==> config.mk <==
export PLATFORM = sky130hd
export DESIGN_NAME = lef_scale
export DESIGN_NICKNAME = d
export VERILOG_FILES = /design/src/rtl/core/lef_pkg.sv /design/src/rtl/core/lef_scale.sv
export VERILOG_INCLUDE_DIRS = /design/src /design/src/rtl/core
export SDC_FILE = /design/constraint.sdc
export NUM_CORES = 1
export LEC_CHECK = 0
export BUFFER_PORTS_ARGS = -buffer_cell sky130_fd_sc_hd__buf_2
export CORE_AREA = 2 2 121 111
export DETAILED_ROUTE_END_ITERATION = 7
export DIE_AREA = 0 0 123 113
export PLACE_DENSITY = 0.88
export SKIP_LAST_GASP = 1
export SLEW_MARGIN = 30
export SYNTH_ARGS = -nofsm -noshare
export SYNTH_HDL_FRONTEND = slang
export SYNTH_SLANG_ARGS = --single-unit
==> constraint.sdc <==
create_clock -name clk -period 8.2 [get_ports clk]
set_input_delay 1.64 -clock clk [delete_from_list [all_inputs] [get_ports clk]]
set_output_delay 1.64 -clock clk [all_outputs]
set_load 0.005 [all_outputs]
==> src/rtl/core/laplacian_edge_filter_top_macros.svh <==
// assertion macros shared by the edge filter modules
`ifndef LAPLACIAN_EDGE_FILTER_TOP_MACROS_SVH
`define LAPLACIAN_EDGE_FILTER_TOP_MACROS_SVH

// same-cycle implication, checked at every rising edge out of reset
`define LEF_ASSERT_NOW(lbl, ante, cons, msg) \
  lbl: assert property (@(posedge clk) disable iff (!rst_n) (ante) |-> (cons)) \
    else $error(msg);

// next-cycle implication
`define LEF_ASSERT_NEXT(lbl, ante, cons, msg) \
  lbl: assert property (@(posedge clk) disable iff (!rst_n) (ante) |=> (cons)) \
    else $error(msg);

`endif

==> src/rtl/core/lef_pkg.sv <==
// package: widths, constants and transaction types of the edge filter
`timescale 1ns / 1ps
package lef_pkg;

  localparam int MAX_WIDTH  = 2048;
  localparam int MAX_HEIGHT = 4096;

  localparam int COL_W  = $clog2(MAX_WIDTH);
  localparam int ROW_W  = $clog2(MAX_HEIGHT);
  localparam int WCNT_W = COL_W + 1;
  localparam int HCNT_W = ROW_W + 1;

  localparam int FW_W      = 12;
  localparam int FH_W      = 13;
  localparam int GAIN_W    = 16;
  localparam int CFG_W     = 16;
  localparam int CFG_IDX_W = 2;

  localparam int PIX_W     = 8;
  localparam int SUM_W     = 10;
  localparam int MAG_W     = 10;
  localparam int LINE_W    = 2 * PIX_W;
  localparam int RECIP3    = 683;
  localparam int RECIP3_W  = 10;
  localparam int RECIP3_SH = 11;
  localparam int GAIN_FRAC = 8;
  localparam int PIX_MAX   = 255;
  localparam int MIN_DIM   = 3;

  localparam int FW_RESET   = 640;
  localparam int FH_RESET   = 480;
  localparam int GAIN_RESET = 256;

  typedef enum logic [CFG_IDX_W-1:0] {
    CFG_FRAME_WIDTH  = 2'd0,
    CFG_FRAME_HEIGHT = 2'd1,
    CFG_EDGE_GAIN    = 2'd2
  } cfg_idx_t;

  typedef struct packed {
    logic [PIX_W-1:0] red;
    logic [PIX_W-1:0] green;
    logic [PIX_W-1:0] blue;
    logic             frame_start;
  } in_payload_t;

  typedef struct packed {
    logic [PIX_W-1:0] edge_value;
    logic [COL_W-1:0] pixel_col;
    logic [ROW_W-1:0] pixel_row;
  } out_payload_t;

  // pixel entering the line-buffer stage
  typedef struct packed {
    logic [PIX_W-1:0] bright;
    logic [COL_W-1:0] col;
    logic [ROW_W-1:0] row;
  } s1_item_t;

  // absolute laplacian on its way to the gain stage
  typedef struct packed {
    logic [MAG_W-1:0] mag;
    logic [COL_W-1:0] col;
    logic [ROW_W-1:0] row;
  } mag_item_t;

  // line buffer write port
  typedef struct packed {
    logic              en;
    logic [COL_W-1:0]  addr;
    logic [LINE_W-1:0] data;
  } ram_wr_t;

endpackage

==> src/rtl/core/lef_scale.sv <==
// gain stage: multiply by 8.8 gain, saturate, output register
`timescale 1ns / 1ps
`include "laplacian_edge_filter_top_macros.svh"
module lef_scale (
  input  logic                        clk,
  input  logic                        rst_n,
  input  logic                        mag_valid,
  input  lef_pkg::mag_item_t          mag_item,
  input  logic [lef_pkg::GAIN_W-1:0]  gain,
  output logic                        s2_ready,
  output logic                        out_valid,
  output lef_pkg::out_payload_t       out_data,
  input  logic                        out_stall
);

  localparam int PROD_W = lef_pkg::MAG_W + lef_pkg::GAIN_W;
  localparam int SH_W   = PROD_W - lef_pkg::GAIN_FRAC;

  logic                   s2_v_r, s2_v_nxt;
  lef_pkg::mag_item_t     s2_item_r;
  logic                   out_v_r, out_v_nxt;
  lef_pkg::out_payload_t  out_data_r;
  logic                   out_ready;
  logic [PROD_W-1:0]      product;
  logic [SH_W-1:0]        shifted;
  logic [lef_pkg::PIX_W-1:0] edge_sat;

  assign out_ready = !out_v_r || !out_stall;
  assign s2_ready  = !s2_v_r || out_ready;

  assign product  = PROD_W'(s2_item_r.mag) * PROD_W'(gain);
  assign shifted  = product[PROD_W-1:lef_pkg::GAIN_FRAC];
  assign edge_sat = (shifted > SH_W'(lef_pkg::PIX_MAX)) ? lef_pkg::PIX_W'(lef_pkg::PIX_MAX)
                                                         : shifted[lef_pkg::PIX_W-1:0];

  always_comb begin
    s2_v_nxt  = s2_ready ? mag_valid : s2_v_r;
    out_v_nxt = out_ready ? s2_v_r : out_v_r;
  end

  always_ff @(posedge clk) begin
    if (!rst_n) begin
      s2_v_r  <= 1'b0;
      out_v_r <= 1'b0;
    end else begin
      s2_v_r  <= s2_v_nxt;
      out_v_r <= out_v_nxt;
    end
  end

  always_ff @(posedge clk) begin
    if (s2_ready && mag_valid) begin
      s2_item_r <= mag_item;
    end
    if (out_ready && s2_v_r) begin
      out_data_r.edge_value <= edge_sat;
      out_data_r.pixel_col  <= s2_item_r.col;
      out_data_r.pixel_row  <= s2_item_r.row;
    end
  end

  assign out_valid = out_v_r;
  assign out_data  = out_data_r;

  `LEF_ASSERT_NOW(a_out_col_interior, out_v_r, out_data_r.pixel_col != '0, "border column out")
  `LEF_ASSERT_NOW(a_out_row_interior, out_v_r, out_data_r.pixel_row != '0, "border row out")

endmodule

==> impl_metrics.ini <==
[timing]
setup_slack_ps = 1180
hold_viol_final = 0
worstMarginPinSlew_ps = 790
skew_ps = 9.71
drv_slew = 0
period_needed_ps = 7020
setup_violations = 0
timing.fmax_ghz = 0.142
grt_setup_unrepaired = no
relSlewSlack_pct = 46.9
fin_crit_sh_pct = 85.6
fin_setup_tns_ps = 0

[logic_synthesis]
synth.top_cell.area_share_pct = 28.9
synth_xor_area_share_pct = 1.62
syn_avg_cell_area_um2 = 10.4
netlist_area_um2 = 7550
ys_seq_area_share_pct = 26.0
synth_fa_ha_area_share_pct = 38.7
postSynth.asyncResetShare_pct = 0
syn-num-nets = 948
synth_area_leaders = fa_1 (29%), edfxtp_1 (25%), ha_1 (9.8%), and2_1 (6.8%), inv_1 (5.6%)
synth_top_family_by_area = adder cells
syn_inst = 727
synth_cell_types = 64
yosys.area_share.simple_pct = 16.5
synth_ff_type = edfxtp_1
synth_compound_area_share_pct = 9.28
ys_ff_latch = 66
synth-edff-count = 64
yosysWarnings = 0
synthMuxAreaShare_pct = 0
synth_top_area_cell = fa_1

[global_route]
grt_pass1_vias = 5926
antenna_found_initial = 0
grt_max_degree = 32
grt_usage_pct = 26.7
grt_pass1_wl_mm = 28.8
grt-ovfl-total = 0

[setup_path]
cp-start-kind = primary input
end_kind = flip-flop
cp_data_required_time_ps = 8250
path_delay_family = adder cells
crit_top_cell = fa_1
cp.depth = 18
path_class = in2reg
slowest_stage = xnor2_1
path_buf_inv = 4
rrSetupSlack_ps = 1850
rr_worst_depth = 17
path_cells = buf_2 -> nand2_1 -> fa_1 -> inv_1 -> fa_1 -> inv_1 -> fa_1 -> inv_1 -> fa_1 -> fa_1 -> ha_1 -> o21ai_0 -> a21oi_1 -> nand2b_1 -> a31oi_1 -> o21ai_0 -> xnor2_1 -> nand4_1
critPathMaxStageDelay_ps = 640
path_max_fanout = 10
cp.arrival_ps = 7070

[min_path]
whs_path_depth = 0
hold_path.class = reg2reg

[cts]
cts.sinks = 66
ctsResizeCount = 0
post-cts-setup-buffer-count = 0
postCtsHoldBufs = 0
cts_tree = yes
clkTransAtPathRegs_ps = 60
clk_latency_ps = 340
htree_levels = 3
cts_buffer_depth = 2
cts_root_buf = clkbuf_16
numCtsBuffers = 9

[drt]
totalWireLength_mm = 17.0
drc = 0
initialDrtViolationCount = 438
wl_per_cell_um = 17.8
viasPerCell = 5.70
antenna_left = 0
dr.pass1.iters = 5
vias = 5458

[finish]
final_nets = 1009
diodes = 0
final_common_cell = inv_1
drive_gt1_share_pct = 15.1
layout_common_cells = inv_1 (112), fa_1 (109), nand2_1 (100), buf_2 (85), and2_1 (82)
area_delta_synth_final_pct = 10.1

[die]
start_util_pct = 59.9
die_w_um = 123
io_pins = 86
core-area_um2 = 12600
row_count = 39
die_area_um2 = 13900
die_y_um = 113

[power]
p_seq_share_pct = 11.9
powerDensity_nw_per_um2 = 418
p_sw_mw = 1.85
comb_power_share_pct = 77.5
leakage_nw = 3.85
netSwitchingFraction_pct = 53.2
pwr-share-clk_pct = 10.6
p_int_mw = 1.63
ir_drop_mv = 0.287

[placed_design]
io_buffers = 85
dpl_worst_slack_ps = 917
dp_hpwl_mm = 13.7
gp_congestion = 0.966

[outcome]
outcome = finished, final reports clean

[flow_run]
maxCapViolCount = 0
[final timing paths]
path / to / startpoint
setup / recovery: out_data[30] / gain[5]
hold / removal: out_data[4] / s2_item_r[4]
setup reg to reg: out_data[30] / s2_item_r[26]
hold reg to reg: out_data[4] / s2_item_r[4]
[per-layer routing]
metal	vias up	wire [µm]	global-route usage, %
li1	2503	-	-
met1	2744	6970	35.0
met2	184	8740	45.1
met3	27	997	6.00
met4	0	329	7.12
met5	-	0	0
[power by group through the flow]
| stage | Sequential [mW] | Clock (mW) | Combinational [mW] |
|---|---|---|---|
| CTS | 0.411 | 0.374 | 2.65 |
| global placement | 0.416 | 0 | 2.56 |
| finish | 0.411 | 0.369 | 2.69 |
| detailed placement | 0.418 | 0 | 2.62 |
| global route | 0.413 | 0.387 | 3.00 |
| floorplan | 0.408 | 0 | 2.18 |
[registers in the layout (all words and copies together) (netlist names)]
register / flops
out_valid: 1
out_data: 31
s2_item_r: 33
s2_v_r: 1
[cell usage after synthesis (all sizes together), types with 6 or more instances]
master / count
and2: 82
o21ai: 7
fa: 109
inv: 112
nor2: 17
a211oi: 6
buf: 11
clkbuf: 26
xnor2: 9
edfxtp: 64
nand4: 15
a21o: 6
nand3: 9
a21oi: 19
ha: 59
nand2: 100
[final cells by class]
class                      count  area, µm²
inverter                     112        420
tap                          164        205
fill                         956       4280
clock buffer                   9        225
sequential                    66       1960
multi-input combinational    512       4990
clock inverter                 7       61.3
timing repair buffer          87        440
[cell families (layout without fill, tap and decap cells)]
| logic type | after synthesis | in the layout |
|---|---|---|
| buf+inv | 149 | 215 |
| flops | 66 | 66 |
| fa+ha+maj | 168 | 168 |
| compound gates | 86 | 86 |
| xor+xnor | 14 | 14 |
| simple gates | 244 | 244 |
[metrics by stage]
step,hold slack (ps),power (mW),instances,cell area [µm²],util [%]
3_3_place_gp,400,2.97,941,8020,63.7
6_report,417,3.47,957,8310,66.0
2_1_floorplan,400,2.59,727,7550,-
5_1_grt,421,3.80,957,8310,66.0
3_5_place_dp,405,3.04,941,8020,63.7
4_1_cts,417,3.43,957,8310,66.0
Note: power is estimated with default switching activity, not from simulation.
