===== config.mk =====
export PLATFORM = sky130hd
export DESIGN_NAME = lef_window
export DESIGN_NICKNAME = d
export VERILOG_FILES = /design/src/rtl/core/lef_pkg.sv /design/src/rtl/core/lef_window.sv
export VERILOG_INCLUDE_DIRS = /design/src /design/src/rtl/core
export SDC_FILE = /design/constraint.sdc
export NUM_CORES = 1
export LEC_CHECK = 0
export ABC_CLOCK_PERIOD_IN_PS = 9500
export BUFFER_PORTS_ARGS = -buffer_cell sky130_fd_sc_hd__buf_2
export CAP_MARGIN = 5
export CELL_PAD_IN_SITES_DETAIL_PLACEMENT = 0
export CELL_PAD_IN_SITES_GLOBAL_PLACEMENT = 1
export CORE_UTILIZATION = 45
export CTS_CLUSTER_SIZE = 40
export DETAILED_ROUTE_END_ITERATION = 7
export GPL_TIMING_DRIVEN = 0
export PLACE_DENSITY = 0.89
export SLEW_MARGIN = 20
export SYNTH_ARGS = -nofsm -noshare
export SYNTH_HDL_FRONTEND = slang
export SYNTH_SLANG_ARGS = --single-unit

===== constraint.sdc =====
create_clock -name clk -period 9.5 [get_ports clk]
set_clock_uncertainty 0.05 [all_clocks]
set_input_delay 1.425 -clock clk [delete_from_list [all_inputs] [get_ports clk]]
set_output_delay 1.425 -clock clk [all_outputs]
set_load 0.01 [all_outputs]

===== src/rtl/core/laplacian_edge_filter_top_macros.svh =====
// assertion macros shared by the edge filter modules
`ifndef LAPLACIAN_EDGE_FILTER_TOP_MACROS_SVH
`define LAPLACIAN_EDGE_FILTER_TOP_MACROS_SVH

// same-cycle implication, checked at every rising edge out of reset
`define LEF_ASSERT_NOW(lbl, ante, cons, msg) \
  lbl: assert property (@(posedge clk) disable iff (!rst_n) (ante) |-> (cons)) \
    else $error(msg);

// next-cycle implication
`define LEF_ASSERT_NEXT(lbl, ante, cons, msg) \
  lbl: assert property (@(posedge clk) disable iff (!rst_n) (ante) |=> (cons)) \
    else $error(msg);

`endif


===== src/rtl/core/lef_pkg.sv =====
// package: widths, constants and transaction types of the edge filter
`timescale 1ns / 1ps
package lef_pkg;

  localparam int MAX_WIDTH  = 2048;
  localparam int MAX_HEIGHT = 4096;

  localparam int COL_W  = $clog2(MAX_WIDTH);
  localparam int ROW_W  = $clog2(MAX_HEIGHT);
  localparam int WCNT_W = COL_W + 1;
  localparam int HCNT_W = ROW_W + 1;

  localparam int FW_W      = 12;
  localparam int FH_W      = 13;
  localparam int GAIN_W    = 16;
  localparam int CFG_W     = 16;
  localparam int CFG_IDX_W = 2;

  localparam int PIX_W     = 8;
  localparam int SUM_W     = 10;
  localparam int MAG_W     = 10;
  localparam int LINE_W    = 2 * PIX_W;
  localparam int RECIP3    = 683;
  localparam int RECIP3_W  = 10;
  localparam int RECIP3_SH = 11;
  localparam int GAIN_FRAC = 8;
  localparam int PIX_MAX   = 255;
  localparam int MIN_DIM   = 3;

  localparam int FW_RESET   = 640;
  localparam int FH_RESET   = 480;
  localparam int GAIN_RESET = 256;

  typedef enum logic [CFG_IDX_W-1:0] {
    CFG_FRAME_WIDTH  = 2'd0,
    CFG_FRAME_HEIGHT = 2'd1,
    CFG_EDGE_GAIN    = 2'd2
  } cfg_idx_t;

  typedef struct packed {
    logic [PIX_W-1:0] red;
    logic [PIX_W-1:0] green;
    logic [PIX_W-1:0] blue;
    logic             frame_start;
  } in_payload_t;

  typedef struct packed {
    logic [PIX_W-1:0] edge_value;
    logic [COL_W-1:0] pixel_col;
    logic [ROW_W-1:0] pixel_row;
  } out_payload_t;

  // pixel entering the line-buffer stage
  typedef struct packed {
    logic [PIX_W-1:0] bright;
    logic [COL_W-1:0] col;
    logic [ROW_W-1:0] row;
  } s1_item_t;

  // absolute laplacian on its way to the gain stage
  typedef struct packed {
    logic [MAG_W-1:0] mag;
    logic [COL_W-1:0] col;
    logic [ROW_W-1:0] row;
  } mag_item_t;

  // line buffer write port
  typedef struct packed {
    logic              en;
    logic [COL_W-1:0]  addr;
    logic [LINE_W-1:0] data;
  } ram_wr_t;

endpackage


===== src/rtl/core/lef_window.sv =====
// window stage: line buffer read-modify-write, forwarding and laplacian
`timescale 1ns / 1ps
`include "laplacian_edge_filter_top_macros.svh"
module lef_window (
  input  logic                        clk,
  input  logic                        rst_n,
  input  logic                        in_fire,
  input  lef_pkg::s1_item_t           in_item,
  input  logic [lef_pkg::LINE_W-1:0]  rd_data,
  output lef_pkg::ram_wr_t            wr,
  output logic                        s1_ready,
  input  logic                        s2_ready,
  output logic                        mag_valid,
  output lef_pkg::mag_item_t          mag_item
);

  logic                        s1_v_r, s1_v_nxt;
  lef_pkg::s1_item_t           s1_item_r;
  logic                        fwd_v_r, fwd_v_nxt;
  logic [lef_pkg::LINE_W-1:0]  fwd_data_r;
  logic [lef_pkg::PIX_W-1:0]   win0_r, win1_r, win2_r, win3_r;

  logic [lef_pkg::LINE_W-1:0]  line_word;
  logic [lef_pkg::PIX_W-1:0]   above_now, mid_now;
  logic                        advance, produced;
  logic [lef_pkg::MAG_W-1:0]   pos_sum, neg_sum;

  assign line_word = fwd_v_r ? fwd_data_r : rd_data;
  assign above_now = line_word[lef_pkg::LINE_W-1:lef_pkg::PIX_W];
  assign mid_now   = line_word[lef_pkg::PIX_W-1:0];

  assign s1_ready = !s1_v_r || s2_ready;
  assign advance  = s1_v_r && s2_ready;
  assign produced = (s1_item_r.col >= lef_pkg::COL_W'(2)) &&
                    (s1_item_r.row >= lef_pkg::ROW_W'(2));

  assign wr.en   = advance;
  assign wr.addr = s1_item_r.col;
  assign wr.data = {mid_now, s1_item_r.bright};

  // 4*centre against the four neighbours; right neighbour is mid_now
  assign pos_sum = {win0_r, 2'b00};
  assign neg_sum = lef_pkg::MAG_W'(win1_r) + lef_pkg::MAG_W'(win2_r) +
                   lef_pkg::MAG_W'(win3_r) + lef_pkg::MAG_W'(mid_now);

  always_comb begin
    mag_valid    = advance && produced;
    mag_item.mag = (pos_sum >= neg_sum) ? (pos_sum - neg_sum) : (neg_sum - pos_sum);
    mag_item.col = s1_item_r.col - lef_pkg::COL_W'(1);
    mag_item.row = s1_item_r.row - lef_pkg::ROW_W'(1);
  end

  always_comb begin
    s1_v_nxt  = s1_v_r;
    fwd_v_nxt = fwd_v_r;
    if (in_fire) begin
      s1_v_nxt  = 1'b1;
      // previous pixel writes the column being read this cycle
      fwd_v_nxt = advance && (in_item.col == s1_item_r.col);
    end else if (advance) begin
      s1_v_nxt  = 1'b0;
      fwd_v_nxt = 1'b0;
    end
  end

  always_ff @(posedge clk) begin
    if (!rst_n) begin
      s1_v_r  <= 1'b0;
      fwd_v_r <= 1'b0;
      win0_r  <= '0;
      win1_r  <= '0;
      win2_r  <= '0;
      win3_r  <= '0;
    end else begin
      s1_v_r  <= s1_v_nxt;
      fwd_v_r <= fwd_v_nxt;
      if (advance) begin
        win1_r <= win0_r;
        win0_r <= mid_now;
        win2_r <= above_now;
        win3_r <= s1_item_r.bright;
      end
    end
  end

  always_ff @(posedge clk) begin
    if (in_fire) begin
      s1_item_r  <= in_item;
      fwd_data_r <= wr.data;
    end
  end

  `LEF_ASSERT_NOW(a_fwd_only_when_loaded, fwd_v_r, s1_v_r, "forward flag without pixel")
  `LEF_ASSERT_NEXT(a_stalled_pixel_stays, s1_v_r && !s2_ready, s1_v_r, "stalled pixel lost")

endmodule


==> results of run 1 <==
==> state kept, by name, summed over array words and instances (netlist names) <==
signal      count
win3_r          8
s1_v_r          1
win0_r          8
win2_r          8
s1_item_r      12
fwd_v_r         1
wr             19
fwd_data_r     16
win1_r          8
==> power groups by stage <==
| stage | Clock [mW] | Combinational, mW | Sequential (mW) |
|---|---|---|---|
| after detailed placement | 0 | 0.332 | 0.422 |
| after global placement | 0 | 0.321 | 0.420 |
| after CTS | 0.239 | 0.333 | 0.414 |
| after floorplan | 0 | 0.233 | 0.416 |
| final | 0.234 | 0.332 | 0.414 |
| after global routing | 0.253 | 0.370 | 0.417 |
==> layer usage <==
metal	wire [um]	up-vias	part of all wire
li1	-	1893	-
met1	5040	1759	0.46
met2	5300	84	0.48
met3	387	21	0.035
met4	232	0	0.021
met5	0	-	0
==> metrics by stage <==
stage | cell area (um^2) | power [mW] | hold WS, ns | worst slack, ns | utilization
global route | 5910 | 1.04 | 0.426 | 2.19 | 0.546
global placement | 5730 | 0.741 | 0.392 | 2.58 | 0.529
floorplan | 4990 | 0.649 | 0.386 | 3.03 | -
finish | 5910 | 0.980 | 0.407 | 2.57 | 0.546
detailed placement | 5730 | 0.754 | 0.396 | 2.56 | 0.529
CTS | 5910 | 0.986 | 0.408 | 2.55 | 0.545
==> tightest hold or removal path, stage by stage (launching register included) <==
cell and delay, ns:
dfxtp_1 0.31, nand2_1 0.05, a21oi_1 0.05
==> cell families (layout without fill, tap and decap cells) <==
group | after synthesis | after routing | synth area share
XOR/XNOR | 44 | 44 | 0.0772
AO/OA/AOI/OAI | 78 | 78 | 0.101
flip-flops | 81 | 81 | 0.419
buffers and inverters | 115 | 244 | 0.110
adder cells (fa/ha/maj) | 46 | 46 | 0.141
AND/OR/NAND/NOR | 117 | 117 | 0.109
multiplexers | 21 | 21 | 0.0429
==> layout make-up <==
| cell class | count | area share |
|---|---|---|
| Sequential cell | 81 | 0.354 |
| Buffer | 44 | 0.0480 |
| Multi-Input combinational cell | 306 | 0.397 |
| Inverter | 71 | 0.0451 |
| Clock inverter | 5 | 0.00465 |
| Timing Repair Buffer | 113 | 0.0960 |
| Tap cell | 140 | 0.0296 |
| Clock buffer | 11 | 0.0258 |
==> synth_stat cells, types with 3 or more instances <==
library cell / count
a211oi_1: 16
clkbuf_1: 7
nor2_1: 32
a21o_1: 6
nor4_1: 7
fa_1: 17
mux2_2: 3
nor3_1: 5
xor2_1: 27
nand3_1: 3
a21oi_1: 34
xnor2_1: 17
mux2i_1: 18
dfxtp_1: 34
ha_1: 29
buf_1: 3
edfxtp_1: 47
o21ai_0: 8
nand2b_1: 5
nand2_1: 50
buf_4: 28
buf_2: 4
inv_1: 70
==> layout by cell type (no fill, tap or decap), drive strengths merged, types with 19 or more instances in the layout <==
cell type / instances
nand2: 50
ha: 29
dfxtp: 34
buf: 149
clkbuf: 19
xor2: 27
inv: 71
nor2: 32
edfxtp: 47
a21oi: 34
==> worst max path at each step <==
stage               slack, ns  cells past startpoint           end       start
floorplan                3.03                     18  mag_item[29]  rd_data[1]
global placement         2.58                     20  mag_item[32]  rd_data[1]
detailed placement       2.56                     17  mag_item[32]  rd_data[2]
CTS                      2.55                     20  mag_item[32]  rd_data[1]
global route             2.19                     20  mag_item[32]  rd_data[1]
finish                   2.57                     17  mag_item[32]  rd_data[2]
==> impl_metrics.json, run 1 <==
{
  "status": "finished with violations",
  "violations": "design-rule violations",
  "p_sw_uw": 323,
  "ys.flop_type": "edfxtp_1",
  "use_met1": 0.251,
  "dieArea_um2": 11500,
  "ir_drop_mv": 0.0942,
  "yosys.area.top_type": "edfxtp_1",
  "drt-pass1-iter-count": 6,
  "synthTopCellsByArea": "edfxtp_1 28%, dfxtp_1 14%, ha_1 7.3%",
  "cts_sinks": 81,
  "die_w_um": 107,
  "synth_edf_count": 47,
  "cts_tree": "yes",
  "yosysUniqueCellTypes": 48,
  "ios": 114,
  "grt_pass1_wl_mm": 17.6,
  "grt_max_degree": 50,
  "combPwrFrac": 0.339,
  "period_minus_slack_ns": 6.93,
  "via_count": 3757,
  "end_kind": "primary output",
  "whs_endpoint": "win1_r[2]",
  "r2r_start": "fwd_v_r",
  "antenna_found_initial": 0,
  "syn_to_final_growth_pct": 18.5,
  "setup_violations": 0,
  "crit_path_max_incr_delay_ns": 0.53,
  "cts_buffers": 9,
  "fmaxAchievable_ghz": 0.144,
  "pwr-share-clk": 0.238,
  "cts-htree-levels": 3,
  "crit_buf_inv": 3,
  "grt_usage": 0.197,
  "netlist_area_um2": 4990,
  "max-cap-violations": 0,
  "netlist_instances": 502,
  "drc": 1,
  "synth_top_area_frac": 0.283,
  "via_per_inst": 4.87,
  "grt_overflow": 0,
  "period_share": 0.730,
  "fin_nets": 723,
  "seqPwrFrac": 0.422,
  "use_met2": 0.330,
  "final-hold-violation-count": 0,
  "worstHoldPathCells": 2,
  "dieHeight_um": 107,
  "clk_latency_ns": 0.34,
  "crit_family": "adder cells",
  "synthesis.nets": 599,
  "layout-drive-gt1-share": 0.271,
  "drt_wl_total_mm": 11.0,
  "avgRoutedWirePerCell_um": 14.2,
  "path_cells": "buf_2 -> mux2i_1 -> fa_1 -> inv_1 -> ha_1 -> a21o_1 -> a21oi_1 -> o21ai_0 -> or2_2 -> xor2_1 -> ha_1 -> nand2_1 -> o21bai_1 -> a32oi_4 -> mux2i_1 -> xor2_1 -> buf_2",
  "num_antenna_cells": 0,
  "r2r_setup_slack_ns": 7.68,
  "hold_buffers": 0,
  "syn_area_per_cell_um2": 9.94,
  "port-buffer-count": 113,
  "instances_no_fill": 771,
  "drtAntennaViolNets": 0,
  "start_kind": "input pin",
  "drtIter0Drc": 230,
  "r2r-end": "fwd_data_r[15]",
  "p_leak_nw": 2.56,
  "rows": 38,
  "regArea_um2": 2090,
  "rsz0062_at_grt": "false",
  "yosys_register_bits": 81,
  "use_met3": 0.0303,
  "clockRootBuffer": "clkbuf_8",
  "cp_max_fo": 10,
  "synth_warnings": 0,
  "multi_input_comb_area_um2": 2350,
  "cp.required_ns": 8.03,
  "path_clk_slew_ns": 0.08,
  "seq_area_frac_synth": 0.419,
  "post_cts_resize_count": 0,
  "arrival_ns": 5.46,
  "path_class": "input pin to primary output",
  "fin_setup_tns_ns": 0,
  "hpwl_mm": 8.48,
  "cpMaxStageDelayCell": "fa_1",
  "r2r_cells": 4,
  "internal_power_uw": 657,
  "finalMaxSlewViolations": 0,
  "p_per_area_nw_per_um2": 166,
  "slew_headroom": 0.566,
  "switching_share": 0.330,
  "worstHoldPathType": "register to register",
  "async_flop_share": 0,
  "place.gp.congestion": 0.836,
  "core_area_um2": 10800,
  "place_inst": 755,
  "worstHoldStart": "win1_r[2]",
  "grt_pass1_vias": 3684,
  "tightestPinTransition_ns": 0.650,
  "cts_post_setup_buffers_inserted": 0,
  "start_util": 0.460,
  "clockBufferDepth": 2,
  "grt.busiest_layer": "met2",
  "nFillCells": 998
}
Power figures use the tool's default switching activity.
==> run 2, diff against run 1 <==
Settings changed: ABC_CLOCK_PERIOD_IN_PS 9500 to 5600, CORE_UTILIZATION 45 to 38, PLACE_DENSITY 0.89 to 0.8.
Clock period 9.5 ns to 5.6 ns, I/O delays scaled along.
==> impl_metrics.json, run 2 (synthesized netlist as in run 1, its figures left out) <==
{
  "path_cells": "buf_2 -> mux2_4 -> fa_1 -> ha_2 -> inv_2 -> fa_2 -> nor2b_1 -> o21ai_1 -> nand2b_1 -> a21o_1 -> a21o_1 -> xor2_1 -> ha_1 -> buf_6 -> nand2_4 -> o21bai_4 -> a32oi_4 -> buf_12 -> mux2i_1 -> xor2_1 -> buf_2",
  "crit_buf_inv": 5,
  "cts_tree": "yes",
  "dieArea_um2": 13600,
  "port-buffer-count": 113,
  "drc": 0,
  "rows": 41,
  "num_antenna_cells": 0,
  "dieHeight_um": 117,
  "layout_commonest_cell": "buf_2",
  "drt_wl_total_mm": 11.3,
  "drtIter0Drc": 206,
  "p_per_area_nw_per_um2": 308,
  "fin_nets": 735,
  "status": "completed",
  "path_clk_slew_ns": 0.06,
  "ir_drop_mv": 0.228,
  "timing.hold.ws_ns": 0.407,
  "rsz0062_at_grt": "true",
  "grt_overflow": 0,
  "die_w_um": 117,
  "nFillCells": 1226,
  "place.gp.congestion": 0.788,
  "final-hold-violation-count": 0,
  "core_area_um2": 12700,
  "clk_latency_ns": 0.33,
  "path_class": "input pin to primary output",
  "period_minus_slack_ns": 5.53,
  "cts_buffers": 9,
  "syn_to_final_growth_pct": 27.2,
  "p_leak_nw": 2.71,
  "drtAntennaViolNets": 0,
  "tightestPinTransition_ns": 0.628,
  "crit_family": "adder cells",
  "cp.required_ns": 4.71,
  "preCtsSetupSlack_ns": -0.177,
  "layout-drive-gt1-share": 0.327,
  "avgRoutedWirePerCell_um": 13.9,
  "clockBufferDepth": 2,
  "period_share": 0.988,
  "arrival_ns": 4.64,
  "grt_pass1_wl_mm": 18.1,
  "setup_violations": 0,
  "antenna_found_initial": 0,
  "largest_register_ffs": 19,
  "grt_usage": 0.174,
  "finalMaxSlewViolations": 0,
  "grt_max_degree": 50,
  "cpMaxStageDelayCell": "fa_1",
  "ios": 114,
  "worstHoldPathType": "register to register",
  "cts-htree-levels": 3,
  "fin_setup_tns_ns": 0,
  "via_per_inst": 4.65,
  "fin_util": 0.499,
  "worst_slack_ns": 0.0650,
  "cp_max_fo": 5,
  "start_util": 0.392,
  "end_kind": "primary output",
  "max-cap-violations": 0,
  "slew_headroom": 0.581,
  "grt_pass1_vias": 3773,
  "drt-pass1-iter-count": 4,
  "fmaxAchievable_ghz": 0.181,
  "crit_path_max_incr_delay_ns": 0.55,
  "hpwl_mm": 8.51,
  "hold_buffers": 0,
  "via_count": 3792,
  "start_kind": "input pin",
  "clockRootBuffer": "clkbuf_16",
  "cts_sinks": 81,
  "layout_common_cells": "114 x buf_2, 68 x inv_1, 49 x nand2_1, 47 x edfxtp_1, 39 x buf_4"
}
-- run 2: per-layer routing --
layer  global-route usage  share of wire  vias to the layer above
li1                     -              -                     1916
met1                0.226           0.46                     1754
met2                0.288           0.47                      109
met3               0.0374          0.053                       13
met4               0.0565          0.016                        0
met5                    0              0                        -
-- run 2: path summary, 6_finish.rpt --
path | start | endpoint | slack [ns] | depth (start not counted)
worst min-delay path | win1_r[1] | win1_r[1] | 0.41 | 2
worst min register to register | win1_r[1] | win1_r[1] | 0.41 | 2
worst max register to register | s1_v_r | win0_r[3] | 3.77 | 5
worst max-delay path | rd_data[1] | mag_item[32] | 0.07 | 21
-- run 2: what timing repair did --
action | 4_1_cts | 5_1_grt
cloned | 1 | 0
buffers inserted | 7 | 6
pin swaps | 4 | 15
setup endpoints to repair | 9 | 9
resized for setup | 17 | 32
-- run 2: cell type report --
cell class	count	area [um^2]	share of cell area
Sequential cell	81	2090	0.330
Buffer	44	293	0.0461
Multi-Input combinational cell	306	2500	0.395
Timing Repair Buffer	125	684	0.108
Clock buffer	11	233	0.0367
Tap cell	172	215	0.0339
Inverter	71	267	0.0420
Clock inverter	5	56.3	0.00887
-- run 2: tightest hold or removal path, stage by stage (launching register included) --
cell and delay [ns]:
dfxtp_2 0.32, nand2_1 0.05, a21oi_1 0.05
-- run 2: where the power goes --
| group | internal (mW) | switching (mW) | leakage (nW) |
|---|---|---|---|
| sequential | 0.672 | 0.0307 | 0.738 |
| combinational | 0.332 | 0.347 | 1.83 |
| clock | 0.345 | 0.227 | 0.139 |
-- run 2: per-stage QoR --
stage	instance area, um^2	power, mW	cells
2_1_floorplan	4990	1.10	502
3_3_place_gp	5770	1.27	787
3_5_place_dp	5770	1.28	787
4_1_cts	6220	1.91	811
5_1_grt	6350	2.06	815
6_report	6350	1.95	815
==> run 3, diff against run 2 <==
Settings changed: CELL_PAD_IN_SITES_GLOBAL_PLACEMENT 1 to 2, CORE_UTILIZATION 38 to 30, PLACE_DENSITY 0.8 to 0.79.
==> impl_metrics.json, run 3 (synthesized netlist as in run 1, its figures left out) <==
{
  "status": "completed",
  "drt_wl_total_mm": 11.8,
  "dieArea_um2": 17200,
  "largest_register_ffs": 19,
  "port-buffer-count": 113,
  "layout_common_cells": "113 x buf_2, 68 x inv_1, 49 x nand2_1, 47 x edfxtp_1, 35 x buf_4",
  "grt_max_degree": 50,
  "final-hold-violation-count": 0,
  "start_util": 0.311,
  "cts_sinks": 81,
  "period_minus_slack_ns": 5.52,
  "rows": 46,
  "grt_pass1_vias": 3868,
  "dieHeight_um": 131,
  "die_w_um": 131,
  "end_kind": "primary output",
  "slew_headroom": 0.534,
  "syn_to_final_growth_pct": 27.3,
  "cts_buffers": 9,
  "hpwl_mm": 8.93,
  "fin_util": 0.396,
  "grt_usage": 0.147,
  "clockBufferDepth": 2,
  "ir_drop_mv": 0.156,
  "start_kind": "input pin",
  "cp.required_ns": 4.71,
  "clk_latency_ns": 0.34,
  "ios": 114,
  "core_area_um2": 16100,
  "arrival_ns": 4.63,
  "drc": 0,
  "drtIter0Drc": 191,
  "timing.hold.ws_ns": 0.404,
  "hold_buffers": 0,
  "cts_tree": "yes",
  "avgRoutedWirePerCell_um": 13.7,
  "drtAntennaViolNets": 0,
  "antenna_found_initial": 1,
  "p_per_area_nw_per_um2": 304,
  "rsz0062_at_grt": "true",
  "clockRootBuffer": "clkbuf_16",
  "drt-pass1-iter-count": 4,
  "finalMaxSlewViolations": 0,
  "via_count": 3731,
  "layout_commonest_cell": "buf_2",
  "layout-drive-gt1-share": 0.320,
  "setup_violations": 0,
  "tightestPinTransition_ns": 0.699,
  "max-cap-violations": 0,
  "worstHoldPathType": "register to register",
  "fin_nets": 732,
  "cts-htree-levels": 3,
  "period_share": 0.986,
  "grt_pass1_wl_mm": 19.2,
  "p_leak_nw": 2.69,
  "path_clk_slew_ns": 0.06,
  "grt_overflow": 0,
  "num_antenna_cells": 0,
  "instances_no_fill": 856,
  "place_inst": 831,
  "fmaxAchievable_ghz": 0.181,
  "via_per_inst": 4.36,
  "place_area_um2": 5830,
  "cp_max_fo": 5,
  "path_class": "input pin to primary output",
  "place.gp.congestion": 0.771,
  "design_area_um2": 6350,
  "fin_setup_tns_ns": 0
}
==> run 3: power by group <==
group	total, mW	internal (mW)	leakage, nW	switching (mW)
Clock	0.568	0.342	0.136	0.226
Sequential	0.703	0.672	0.738	0.0308
Combinational	0.663	0.323	1.81	0.340
Total	1.93	1.34	2.69	0.597
==> run 3: worst paths after layout <==
check                  to        from  cells after the start  slack [ns]
max          mag_item[29]  rd_data[1]                     20        0.08
min             win3_r[2]   win3_r[2]                      2        0.40
max reg2reg     win0_r[6]      s1_v_r                      5        3.78
min reg2reg     win3_r[2]   win3_r[2]                      2        0.40
==> run 3: per-stage QoR <==
stage,power (mW),setup WS (ns)
CTS,1.91,0.00755
finish,1.93,0.0772
detailed placement,1.29,-0.224
floorplan,1.10,0.299
global route,2.06,-0.153
global placement,1.28,-0.245
==> run 3: cell type report <==
cell class                      count  area, um^2
Fill cell                        1626        9710
Sequential cell                    81        2090
Timing Repair Buffer              122         678
Inverter                           71         267
Clock inverter                      6        58.8
Tap cell                          216         270
Multi-Input combinational cell    306        2460
Buffer                             44         297
Clock buffer                       10         229
==> run 3: timing repair <==
action,CTS,global route
pin swaps,6,14
gates cloned,1,0
setup buffers,7,1
resized for setup,17,23
endpoints found under the setup margin,9,9
hold endpoints to repair,0,0
==> run 3: routing by layer <==
layer  wire (um)  up-vias  GRT usage
met5          13        -          0
met4         190        2     0.0500
met3         660       16     0.0403
met2        5400       87      0.237
met1        5490     1711      0.190
li1            -     1915          -
==> run 3: critical path, stage by stage <==
cell,delay [ns]
buf_2,0.09
mux2_4,0.31
fa_1,0.55
ha_2,0.18
inv_2,0.04
fa_2,0.40
nor2b_2,0.11
o21ai_1,0.07
nand2b_1,0.10
a21o_1,0.12
a21o_1,0.14
buf_4,0.12
a31oi_1,0.09
ha_2,0.38
a21oi_4,0.08
a32oi_4,0.29
buf_12,0.17
mux2i_2,0.21
xor2_1,0.17
buf_2,0.15
